`config.mk`:
```
export PLATFORM = sky130hd
export DESIGN_NAME = tlvs_axis
export DESIGN_NICKNAME = d
export VERILOG_FILES = /design/src/trilinear_volume_sampler_unit_macros.svh /design/src/tlvs_pkg.sv /design/src/tlvs_axis.sv
export SDC_FILE = /design/constraint.sdc
export NUM_CORES = 1
export LEC_CHECK = 0
export BUFFER_PORTS_ARGS = -buffer_cell sky130_fd_sc_hd__buf_2
export CAP_MARGIN = 10
export CORE_AREA = 10 10 47 49
export DETAILED_ROUTE_END_ITERATION = 16
export DIE_AREA = 0 0 57 59
export GPL_ROUTABILITY_DRIVEN = 0
export PLACE_DENSITY = 0.69
export SLEW_MARGIN = 20
export SYNTH_ARGS = -nofsm -noshare
export SYNTH_HDL_FRONTEND = slang
export SYNTH_SLANG_ARGS = --single-unit
```
`constraint.sdc`:
```
create_clock -name vclk -period 6.7
set_input_delay 1.005 -clock vclk [all_inputs]
set_output_delay 1.005 -clock vclk [all_outputs]
set_load 0.02 [all_outputs]
```
`src/trilinear_volume_sampler_unit_macros.svh`:
```
// Assertion macros shared by the trilinear volume sampler RTL.
`ifndef TRILINEAR_VOLUME_SAMPLER_UNIT_MACROS_SVH
`define TRILINEAR_VOLUME_SAMPLER_UNIT_MACROS_SVH

// Same-cycle implication, clocked on aclk, off during reset.
`define TLVS_ASSERT_IMP(lbl, ante, cons, msg) \
    lbl: assert property (@(posedge aclk) disable iff (!aresetn) (ante) |-> (cons)) \
        else $error(msg);

// Next-cycle implication, clocked on aclk, off during reset.
`define TLVS_ASSERT_NXT(lbl, ante, cons, msg) \
    lbl: assert property (@(posedge aclk) disable iff (!aresetn) (ante) |=> (cons)) \
        else $error(msg);

`endif

```
`src/tlvs_pkg.sv`:
```
// Shared constants, codes and types of the trilinear volume sampler.
package tlvs_pkg;

    localparam int MAX_DIM    = 32;
    localparam int VOXEL_BITS = 16;
    localparam int FRAC_BITS  = 8;
    localparam int ADDR_W     = 15;
    localparam int STORE_DEPTH = 1 << ADDR_W;

    localparam int SIZE_W  = 6;
    localparam int COORD_W = 16;
    localparam int OUT_W   = 24;
    localparam int CELL_W  = $clog2(MAX_DIM);
    localparam int W_W     = FRAC_BITS + 1;          // weight 0..2^FRAC_BITS
    localparam int ACC_W   = VOXEL_BITS + FRAC_BITS; // scaled voxel / blend value
    localparam int IP_W    = COORD_W - 1 - FRAC_BITS; // integer part of a coordinate

    localparam int CFG_IDX_W = 2;

    // Configuration register indexes
    localparam logic [CFG_IDX_W-1:0] REG_SIZE_X = 2'd0;
    localparam logic [CFG_IDX_W-1:0] REG_SIZE_Y = 2'd1;
    localparam logic [CFG_IDX_W-1:0] REG_SIZE_Z = 2'd2;

    // Input beat kinds (tuser)
    localparam logic OP_WRITE  = 1'b0;
    localparam logic OP_SAMPLE = 1'b1;

    localparam logic [SIZE_W-1:0] SIZE_RESET = 6'd32;

    // Cell and weight picked for one axis
    typedef struct packed {
        logic [CELL_W-1:0] pos;
        logic [W_W-1:0]    weight;
    } axis_t;

endpackage

```
`src/tlvs_axis.sv`:
```
// Per-axis clamp: picks the cell and the blend weight from one coordinate.
module tlvs_axis (
    input  logic [tlvs_pkg::COORD_W-1:0] coord,
    input  logic [tlvs_pkg::SIZE_W-1:0]  size,
    output tlvs_pkg::axis_t              axis
);
    import tlvs_pkg::*;

    logic              neg;
    logic [IP_W-1:0]   ipart;
    logic [SIZE_W-1:0] lim;
    logic              over;

    always_comb begin
        neg   = coord[COORD_W-1];
        ipart = coord[COORD_W-2:FRAC_BITS];
        lim   = size - SIZE_W'(2);
        over  = ipart > {{(IP_W-SIZE_W){1'b0}}, lim};

        if (neg) begin
            // below zero: first cell, no step
            axis.pos    = '0;
            axis.weight = '0;
        end else if (over) begin
            // past the last cell: last cell, full step
            axis.pos    = lim[CELL_W-1:0];
            axis.weight = {1'b1, {FRAC_BITS{1'b0}}};
        end else begin
            axis.pos    = ipart[CELL_W-1:0];
            axis.weight = {1'b0, coord[FRAC_BITS-1:0]};
        end
    end

endmodule

```
### After elaboration in Yosys (flattened, before gate mapping)

Index checks and enable logic that the tools add are counted.

* ROM bits: 0
* register bits after elaboration: 0
* input bits: 22
* memories: 0
* bits in latches: 0
* output and inout port bits: 14
* RAM bits: 0
* logic and storage cells: 4

* reduce and logical (&&, ||, !) cells: 0
* multipliers: 0
* mux-type cells: 2
* shift operators: 0
* magnitude comparators: 1
* equal/unequal tests: 0
* $add $sub $neg: 1
* bitwise logic cells: 0
* divide/modulo/power cells: 0

Operators with widths (count)
* 2-to-1 mux 14 bit: 2
* > comparator 7 x 6 -> 1 bit: 1
* subtractor 6 x 2 -> 6 bit (second input constant): 1

### Logic depth before layout (Yosys ltp)

* depth in word-level cells: 4
* depth in mapped cells: 9
* mapped depth without buffers: 9

### Worst setup path before layout

OpenSTA, ideal clock, no wires.

* kind: input to output
* start: input port size[1] (netlist name)
* end: output port axis[12] (netlist name)
* setup slack: 2897 ps
* path buffers: 0
* arrival time: 2798 ps
* cell stages on the path: 9
* required time: 5695 ps
* path through: inv_1 -> ha_1 -> nand2_1 -> xor2_1 -> ha_1 -> nand4b_4 -> a2bb2oi_2 -> or2_4 -> a211oi_2

RTL lines
* start: declaration: RTL line tlvs_axis.sv:4 `input logic [tlvs_pkg::SIZE_W-1:0] size,`
* end: declaration: RTL line tlvs_axis.sv:5 `output tlvs_pkg::axis_t axis`

==> results.toml <==
[power]
power.density_nw_per_um2 = 88.75
p_seq_frac = 0
p_sw_w = 0.00003191
power.total_w = 0.00005608
ir_worst_vdd_uv = 38.04
combPwrFrac = 1.000
internal_power_w = 0.00002417
p_leak_nw = 0.3378
pwr-share-clk = 0
switching_share = 0.5690

[floorplanning]
dieWidth_um = 57
die-area_sq_um = 3363
die_height_um = 59
num_rows = 14
start_util = 0.3080
core-area_sq_um = 1401
ioPinCount = 36

[timing]
layout_setup_ws_ps = 2628
worstMarginPinSlew_ps = 374.5
rsz0062_at_grt = "no"
max_slew_margin = 0.7503
period_share = 0.6078
setup_viol_count_final = 0
final_max_slew_viol_count = 0
tns_ps = 0
post-route-min-period_ps = 4072
hold_viol = 0
fmax_mhz = 245.6

[drt]
avgViaCountPerCell = 5.179
firstDrtPassIters = 2
num_vias = 549
drc = 0
drtIter0Drc = 4
ant_nets = 0
wl_per_cell_um = 13.17
postRouteWirelength_um = 1396

[cells_and_area]
drive_above_1_share = 0.5111
clkbuf_count = 0
final_cell_area_sq_um = 631.9
regArea_sq_um = 0
diodes = 0
area_growth_pct = 46.38
nNetsFinal = 121
nFlopsAndLatches = 0

[grt]
grt_pass1_vias = 536
grt_pass1_wl_um = 2408
gr-max-usage-layer = "met2"
grt_overflow = 0
grt_use_met1 = 0.1026
track_usage = 0.08009
antenna_found_initial = 0
met3_usage = 0.01931
grt_util_met2 = 0.1395
grt_max_degree = 9

[worst_setup_path]
cpMaxStageDelayCell = "ha_1"
cp_cell_sequence = "buf_2 > inv_1 > ha_1 > nand2_1 > xor2_1 > ha_1 > a211oi_2 > a2bb2oi_2 > or2_4 > a211oi_2 > buf_2"
critPathBufInv = 3
cp-end-kind = "primary output"
worstPathRequired_ps = 5690
critPathTopFamily = "compound AO/OA/AOI/OAI gates"
cpPeakStageDelay_ps = 300
crit_type = "primary input to primary output"
crit_arrival_ps = 3070
start_kind = "primary input"
path_max_fanout = 7

[placed_design]
dp_hpwl_um = 1291
placedInstanceArea_sq_um = 631.9
port_buffers = 36
dp_slack_ps = 2617

[logic_synthesis]
yosysUniqueCellTypes = 25
synth_cells = 54
syn_nets = 83
yosysWarnings = 0
syn_avg_cell_area_sq_um = 7.994
syn-cell-area_sq_um = 431.7
ys_seq_area_frac = 0

[clock_network]
hold_buffers = 0
post_cts_resized = 0
postCtsSetupRepairBufs = 0

[run_status]
run_status = "finished, final reports clean"

[job]
max_cap_violations = 0

[worst_hold_path]
hp-class = "primary input to primary output"
-- final cells by class --
type,count,area (sq um)
Fill cell,151,769.5
Multi-Input combinational cell,50,416.7
Timing Repair Buffer,36,180.2
Tap cell,16,20.02
Inverter,4,15.01
-- worst paths after layout --
check | startpoint | endpoint | slack [ps] | cells past startpoint
worst min-delay path | coord[7] | axis[7] | 2330 | 3
worst max-delay path | size[1] | axis[12] | 2630 | 11
-- kinds of logic after synthesis --
group                    count (synthesis)  synth area share
buffers and inverters                    4           0.03477
XOR/XNOR                                 3           0.06088
adder cells (fa/ha/maj)                  7            0.2029
AO/OA/AOI/OAI                           15            0.3217
AND/OR/NAND/NOR                         25            0.3797
-- layout by cell type, fill, tap and decap left out, drive strengths merged --
cell type / Yosys / layout
nor4: 1 / 1
nor3: 3 / 3
a2bb2oi: 1 / 1
nand3b: 1 / 1
xor2: 1 / 1
a31o: 1 / 1
nand2: 1 / 1
o21ai: 2 / 2
buf: 0 / 36
or2: 1 / 1
and2: 9 / 9
and3: 1 / 1
ha: 7 / 7
nand4b: 1 / 1
a211oi: 3 / 3
xnor2: 2 / 2
a32o: 2 / 2
a21o: 1 / 1
nor2: 4 / 4
inv: 4 / 4
nand3: 3 / 3
o221a: 1 / 1
a21oi: 4 / 4
-- synth_stat cells --
library cell | instances | area share
nor3_1 | 2 | 0.023
nor4_1 | 1 | 0.015
nand2_1 | 1 | 0.0087
or2_4 | 1 | 0.020
nor2_1 | 4 | 0.035
xor2_1 | 1 | 0.020
a211oi_2 | 2 | 0.058
o21ai_0 | 2 | 0.023
and2_1 | 8 | 0.12
xnor2_1 | 2 | 0.041
a32o_1 | 2 | 0.046
inv_1 | 4 | 0.035
a31o_1 | 1 | 0.020
a2bb2oi_2 | 1 | 0.035
and2_2 | 1 | 0.017
nor3_2 | 1 | 0.023
a21o_2 | 1 | 0.020
and3_1 | 1 | 0.015
a211oi_4 | 1 | 0.046
nand4b_4 | 1 | 0.055
nand3b_1 | 1 | 0.017
a21oi_1 | 4 | 0.046
o221a_2 | 1 | 0.026
ha_1 | 7 | 0.20
nand3_1 | 3 | 0.035
-- worst min-delay path, stage by stage --
cell and delay [ps]:
buf_2 70, and2_1 100, buf_2 160
-- power by group through the flow --
stage | clock network [W] | logic [W] | registers [W]
CTS | 0 | 0.0000568 | 0
global route | 0 | 0.0000621 | 0
finish | 0 | 0.0000561 | 0
global placement | 0 | 0.0000557 | 0
detailed placement | 0 | 0.0000564 | 0
floorplan | 0 | 0.0000380 | 0
-- metrics by stage --
step	utilization	hold slack [ps]	std cells
3_3_place_gp	0.4509	2332	106
6_report	0.4509	2332	106
5_1_grt	0.4509	2349	106
4_1_cts	0.4509	2338	106
2_1_floorplan	-	2054	54
3_5_place_dp	0.4509	2337	106
-- metal layers --
layer | up-vias | wire length, um
li1 | 277 | -
met1 | 244 | 623
met2 | 28 | 649
met3 | 0 | 123
met4 | 0 | 0
met5 | - | 0
No activity file was read; power rests on OpenSTA's default activity.
