==> src/trilinear_volume_sampler_unit_macros.svh <==
// Assertion macros shared by the trilinear volume sampler RTL.
`ifndef TRILINEAR_VOLUME_SAMPLER_UNIT_MACROS_SVH
`define TRILINEAR_VOLUME_SAMPLER_UNIT_MACROS_SVH

// Same-cycle implication, clocked on aclk, off during reset.
`define TLVS_ASSERT_IMP(lbl, ante, cons, msg) \
    lbl: assert property (@(posedge aclk) disable iff (!aresetn) (ante) |-> (cons)) \
        else $error(msg);

// Next-cycle implication, clocked on aclk, off during reset.
`define TLVS_ASSERT_NXT(lbl, ante, cons, msg) \
    lbl: assert property (@(posedge aclk) disable iff (!aresetn) (ante) |=> (cons)) \
        else $error(msg);

`endif

==> src/tlvs_pkg.sv <==
// Shared constants, codes and types of the trilinear volume sampler.
package tlvs_pkg;

    localparam int MAX_DIM    = 32;
    localparam int VOXEL_BITS = 16;
    localparam int FRAC_BITS  = 8;
    localparam int ADDR_W     = 15;
    localparam int STORE_DEPTH = 1 << ADDR_W;

    localparam int SIZE_W  = 6;
    localparam int COORD_W = 16;
    localparam int OUT_W   = 24;
    localparam int CELL_W  = $clog2(MAX_DIM);
    localparam int W_W     = FRAC_BITS + 1;          // weight 0..2^FRAC_BITS
    localparam int ACC_W   = VOXEL_BITS + FRAC_BITS; // scaled voxel / blend value
    localparam int IP_W    = COORD_W - 1 - FRAC_BITS; // integer part of a coordinate

    localparam int CFG_IDX_W = 2;

    // Configuration register indexes
    localparam logic [CFG_IDX_W-1:0] REG_SIZE_X = 2'd0;
    localparam logic [CFG_IDX_W-1:0] REG_SIZE_Y = 2'd1;
    localparam logic [CFG_IDX_W-1:0] REG_SIZE_Z = 2'd2;

    // Input beat kinds (tuser)
    localparam logic OP_WRITE  = 1'b0;
    localparam logic OP_SAMPLE = 1'b1;

    localparam logic [SIZE_W-1:0] SIZE_RESET = 6'd32;

    // Cell and weight picked for one axis
    typedef struct packed {
        logic [CELL_W-1:0] pos;
        logic [W_W-1:0]    weight;
    } axis_t;

endpackage

==> src/tlvs_lerp.sv <==
// Shared lerp unit: a + floor((b - a) * w / 2^FRAC_BITS).
module tlvs_lerp (
    input  logic [tlvs_pkg::ACC_W-1:0] a,
    input  logic [tlvs_pkg::ACC_W-1:0] b,
    input  logic [tlvs_pkg::W_W-1:0]   w,
    output logic [tlvs_pkg::ACC_W-1:0] y
);
    import tlvs_pkg::*;

    localparam int PROD_W = ACC_W + W_W + 2;

    logic signed [ACC_W:0]    diff;
    logic signed [PROD_W-1:0] prod;
    logic signed [PROD_W-1:0] shifted;

    always_comb begin
        diff    = $signed({b[ACC_W-1], b}) - $signed({a[ACC_W-1], a});
        prod    = PROD_W'(diff) * PROD_W'($signed({1'b0, w}));
        // arithmetic shift floors toward minus infinity
        shifted = prod >>> FRAC_BITS;
        // result lies between a and b, so ACC_W bits hold it
        y       = a + shifted[ACC_W-1:0];
    end

endmodule

==> config.mk <==
export PLATFORM = sky130hd
export DESIGN_NAME = tlvs_lerp
export DESIGN_NICKNAME = d
export VERILOG_FILES = /design/src/trilinear_volume_sampler_unit_macros.svh /design/src/tlvs_pkg.sv /design/src/tlvs_lerp.sv
export SDC_FILE = /design/constraint.sdc
export NUM_CORES = 1
export LEC_CHECK = 0
export BUFFER_PORTS_ARGS = -buffer_cell sky130_fd_sc_hd__buf_2
export CELL_PAD_IN_SITES_DETAIL_PLACEMENT = 0
export CELL_PAD_IN_SITES_GLOBAL_PLACEMENT = 1
export CORE_UTILIZATION = 49
export DETAILED_ROUTE_END_ITERATION = 8
export MAX_ROUTING_LAYER = met4
export PLACE_DENSITY_LB_ADDON = 0.1
export RECOVER_POWER = 100
export SLEW_MARGIN = 20
export SYNTH_ARGS = -nofsm -noshare
export SYNTH_HDL_FRONTEND = slang
export SYNTH_SLANG_ARGS = --single-unit
==> constraint.sdc <==
create_clock -name vclk -period 15
set_input_delay 3 -clock vclk [all_inputs]
set_output_delay 3 -clock vclk [all_outputs]
set_load 0.005 [all_outputs]
### After elaboration in Yosys (flattened, before gate mapping)

Cells that the tools add are included.

* flip-flop bits (word level): 0
* latch bits: 0
* RAM bits: 0
* ROM bits: 0
* input port bits: 57
* memories: 0

* $add $sub $neg: 2
* $mul: 1
* div/mod/pow operators: 0
* order comparisons: 0
* equal/unequal tests: 0
* shift-type cells: 0
* muxes and demuxes: 0
* bitwise operators: 0
* reduce and logical (&&, ||, !) cells: 0

Operators by type and width (count)
* $mul A25 B10 Y32: 1
* $sub A24 B24 Y25: 1
* $add A24 B24 Y24: 1

### Logic depth before layout (Yosys ltp)

* depth after elaboration: 3
* depth in mapped cells: 38
* gate-level depth less buffers: 38

### Worst setup path before layout

OpenSTA, ideal clock, no wires.

* kind: input port to output port
* start: input port b[0] in the netlist's numbering
* end: output port y[23] in the netlist's numbering
* data arrival time: 11.165 ns
* data required time: 12.000 ns
* path slack: 0.835 ns
* stages on the path: 37
* path buffers: 0
* cell sequence: inv_1 > ha_1 > fa_1 > nand2b_1 > a21oi_1 > nor4_1 > nor2_1 > a31oi_1 > o21bai_1 > a21oi_1 > xnor2_1 > nand2_1 > fa_1 > inv_1 > fa_1 > fa_1 > fa_1 > inv_1 > fa_1 > inv_1 > ha_1 > and4_1 > a211oi_1 > o221ai_1 > a31oi_1 > a21boi_1 > o21a_1 > or3_1 > a31oi_1 > xnor2_1 > ha_1 > a21o_1 > a21o_1 > a21oi_1 > o21ai_0 > o41ai_2 > xnor3_1

* word-level cells in the longest chain between the ends: 3

Ends and longest elaborated chain
* from (decl): line tlvs_lerp.sv:4 `input logic [tlvs_pkg::ACC_W-1:0] b,`
* $sub A24 B24 Y25: line tlvs_lerp.sv:17 `diff = $signed({b[ACC_W-1], b}) - $signed({a[ACC_W-1], a});`
* $mul A25 B10 Y32: line tlvs_lerp.sv:18 `prod = PROD_W'(diff) * PROD_W'($signed({1'b0, w}));`
* $add A24 B24 Y24: line tlvs_lerp.sv:22 `y = a + shifted[ACC_W-1:0];`
* to (decl): line tlvs_lerp.sv:6 `output logic [tlvs_pkg::ACC_W-1:0] y`

No other way between the ends.

### Final worst setup path

* start: input port a[0] in the netlist's numbering
* end: output port y[23] in the netlist's numbering

* word-level cells in the longest chain between the ends: 3

Ends and longest elaborated chain
* from (decl): line tlvs_lerp.sv:3 `input logic [tlvs_pkg::ACC_W-1:0] a,`
* $sub A24 B24 Y25: line tlvs_lerp.sv:17
* $mul A25 B10 Y32: line tlvs_lerp.sv:18
* $add A24 B24 Y24 (*): line tlvs_lerp.sv:22

Every way passes the cells marked *; elsewhere a longest branch is shown, timed or not.

==> metrics.md <==
| Metric | Value |
|---|---|
| Outcome | `complete, no violations` |
| Routed WL | `25410 um` |
| DP Area | `around 11000 um2` |
| Row count | `a little over 50` |
| Ports | `about 80` |
| TritonRoute pass-1 iters | `4` |
| Peak Freq | `~68 MHz` |
| Clk_buf instances | `0` |
| First-pass GRT wire length | `between 40000 and 50000 um` |
| Crit path max fanout | `9` |
| Crit-path slowest cell | `xnor2_1` |
| FFs & Latches | `0` |
| Finished Cell Area | `between 10000 and 15000 um2` |
| CP Capture Type | `output port` |
| Yosys warning total | `0` |
| Hold WC Path Type | `input port to output port` |
| Vias per cell | `roughly 5.2` |
| Die W | `approximately 140 um` |
| CP arrival | `between 10 and 15 ns` |
| Slew Limit Fails | `0` |
| Syn_nets | `1534` |
| Chip Height | `approximately 140 um` |
| Hold Fails Final Rpt | `0` |
| Final worst path period need | `roughly 15 ns` |
| Crit path kind | `input port to output port` |
| GRT Overall Usage | `between 20% and 30%` |
| Fin cells | `about 1600` |
| DR vias | `between 8000 and 9000` |
| Initial Util | `49.91%` |
| Max capacitance violation total | `0` |
| Cells after synthesis | `1186` |
| Layout Nets | `between 1500 and 2000` |
| Synth cell types | `69` |
| Pin count of the biggest net entering global routing | `27` |
| Ant diodes | `0` |
| Overflow after GRT | `0` |
| Drt wl/cell | `16.23 um` |
| DRC | `0` |
| Yosys top cell area share | `35.86%` |
| Placer Congestion | `0.8868` |
| Cell mode on critical path | `fa_1` |
| CP endpoint | `y[23]` |
| Synthesis-to-finish area growth | `12.84%` |
| Slew HR | `a little over a third` |
| Synth top area cells | `fa_1 36%, ha_1 15%, inv_1 9.4%` |
| Routed Antenna Nets | `0` |
| Count leader, synth | `inv_1` |
| Layout cells sized above 1 | `around 14%` |
| Worst-margin pin slew | `approximately 0.95 ns` |
| Mapped Area | `just under 10000 um2` |
| Full die area | `20390 um2` |
| Avg Cell Area, Syn | `between 8 and 9 um2` |
| Initial antenna violation count | `0` |
| Seq/Total Area, Yosys | `0%` |
| CP Launch Point | `a[0]` |
| Core Region | `19460 um2` |
| Starting DRT DRC Count | `~320` |
| IO Port Bufs | `between 80 and 90` |
| Hold Path Depth | `3` |
| Most frequent cells after synthesis | `244 x inv_1, 174 x fa_1, 151 x nand2_1` |
| Crit-path max cell delay | `between 0.7 and 0.8 ns` |
| Vias in the first global route | `approximately 8300` |
| Register area | `0 um2` |
| Setup violators final | `0` |
| Leading area contributor after synthesis | `fa_1` |
| Placed cells | `~1600` |
| Critical Path RT | `12.00 ns` |
| Period utilisation layout | `97.42%` |
| Post-DP HPWL | `around 22000 um` |
| CP Launch Type | `input port` |
## metrics by stage
step | TNS [ns] | worst slack [ns] | hold WS [ns] | util (%)
2_1_floorplan | 0 | 0.8352 | 6.119 | -
3_3_place_gp | -0.1223 | -0.1223 | 6.304 | 55.38
3_5_place_dp | -0.1793 | -0.1793 | 6.313 | 55.38
4_1_cts | 0 | 0.09591 | 6.314 | 55.61
5_1_grt | -0.08380 | -0.04741 | 6.329 | 56.32
6_report | 0 | 0.3876 | 6.314 | 56.32
## logic make-up after synthesis
family                     count (synthesis)  synth area share [%]
adders and majority gates                291                 50.93
and+or+nand+nor                          353                 17.49
xor gates and xnor gates                  71                 6.685
AOI/OAI and AO/OA                        193                 14.16
buffers and inverters                    278                 10.74
## critical path: cells and delay by family
| family | cells | cell delay (ns) |
|---|---|---|
| and+or+nand+nor | 6 | 1.00 |
| adders and majority gates | 9 | 3.49 |
| xor gates and xnor gates | 3 | 1.18 |
| buffers and inverters | 7 | 0.66 |
| AOI/OAI and AO/OA | 9 | 2.26 |
## timing repair
| action | CTS | global route |
|---|---|---|
| gates resized for setup | 5 | 25 |
| setup endpoints to repair | 2 | 8 |
| setup buffers | 3 | 3 |
| hold buffers | 0 | 0 |
| pin swaps | 6 | 16 |
| hold endpoints to repair | 0 | 0 |
## how the worst min path moves through the flow
stage                 to  startpoint  slack [ns]
floorplan           y[0]        a[0]        6.12
global placement    y[0]        a[0]        6.30
detailed placement  y[0]        a[0]        6.31
CTS                 y[0]        a[0]        6.31
global route        y[0]        a[0]        6.33
finish              y[0]        a[0]        6.31
## per-layer routing
layer,vias to the layer above,share of wire [%],track usage [%],wire (um)
met1,3964,48,38.13,12170
met2,163,47,43.50,11870
met4,0,1.2,3.679,303
met3,20,4.2,1.643,1056
li1,4026,-,-,-
met5,-,0,-,0
## cell type report
type	instances	area, um2
timing repair buffer	147	894.6
multi-input combinational	908	8816
inverter	245	919.6
fill	1915	8501
tap	265	331.6
## placed cells by master, fill, tap and decap left out, types with 7 or more instances in the layout
cell	n
buf_2	79
nand4_1	11
xnor2_1	46
nor2_1	52
o21bai_1	9
and2_1	68
xor2_1	20
o21ai_0	21
ha_1	115
o21a_1	13
fa_1	173
buf_4	65
a21oi_1	46
inv_1	244
nor3_1	14
nand2b_1	19
o21ai_1	8
nand3_1	7
a21o_1	17
nand2_1	151
a31oi_1	11
Power is not shown: default switching activity piles up to over one toggle a cycle in this logic, so the estimate is an artifact.
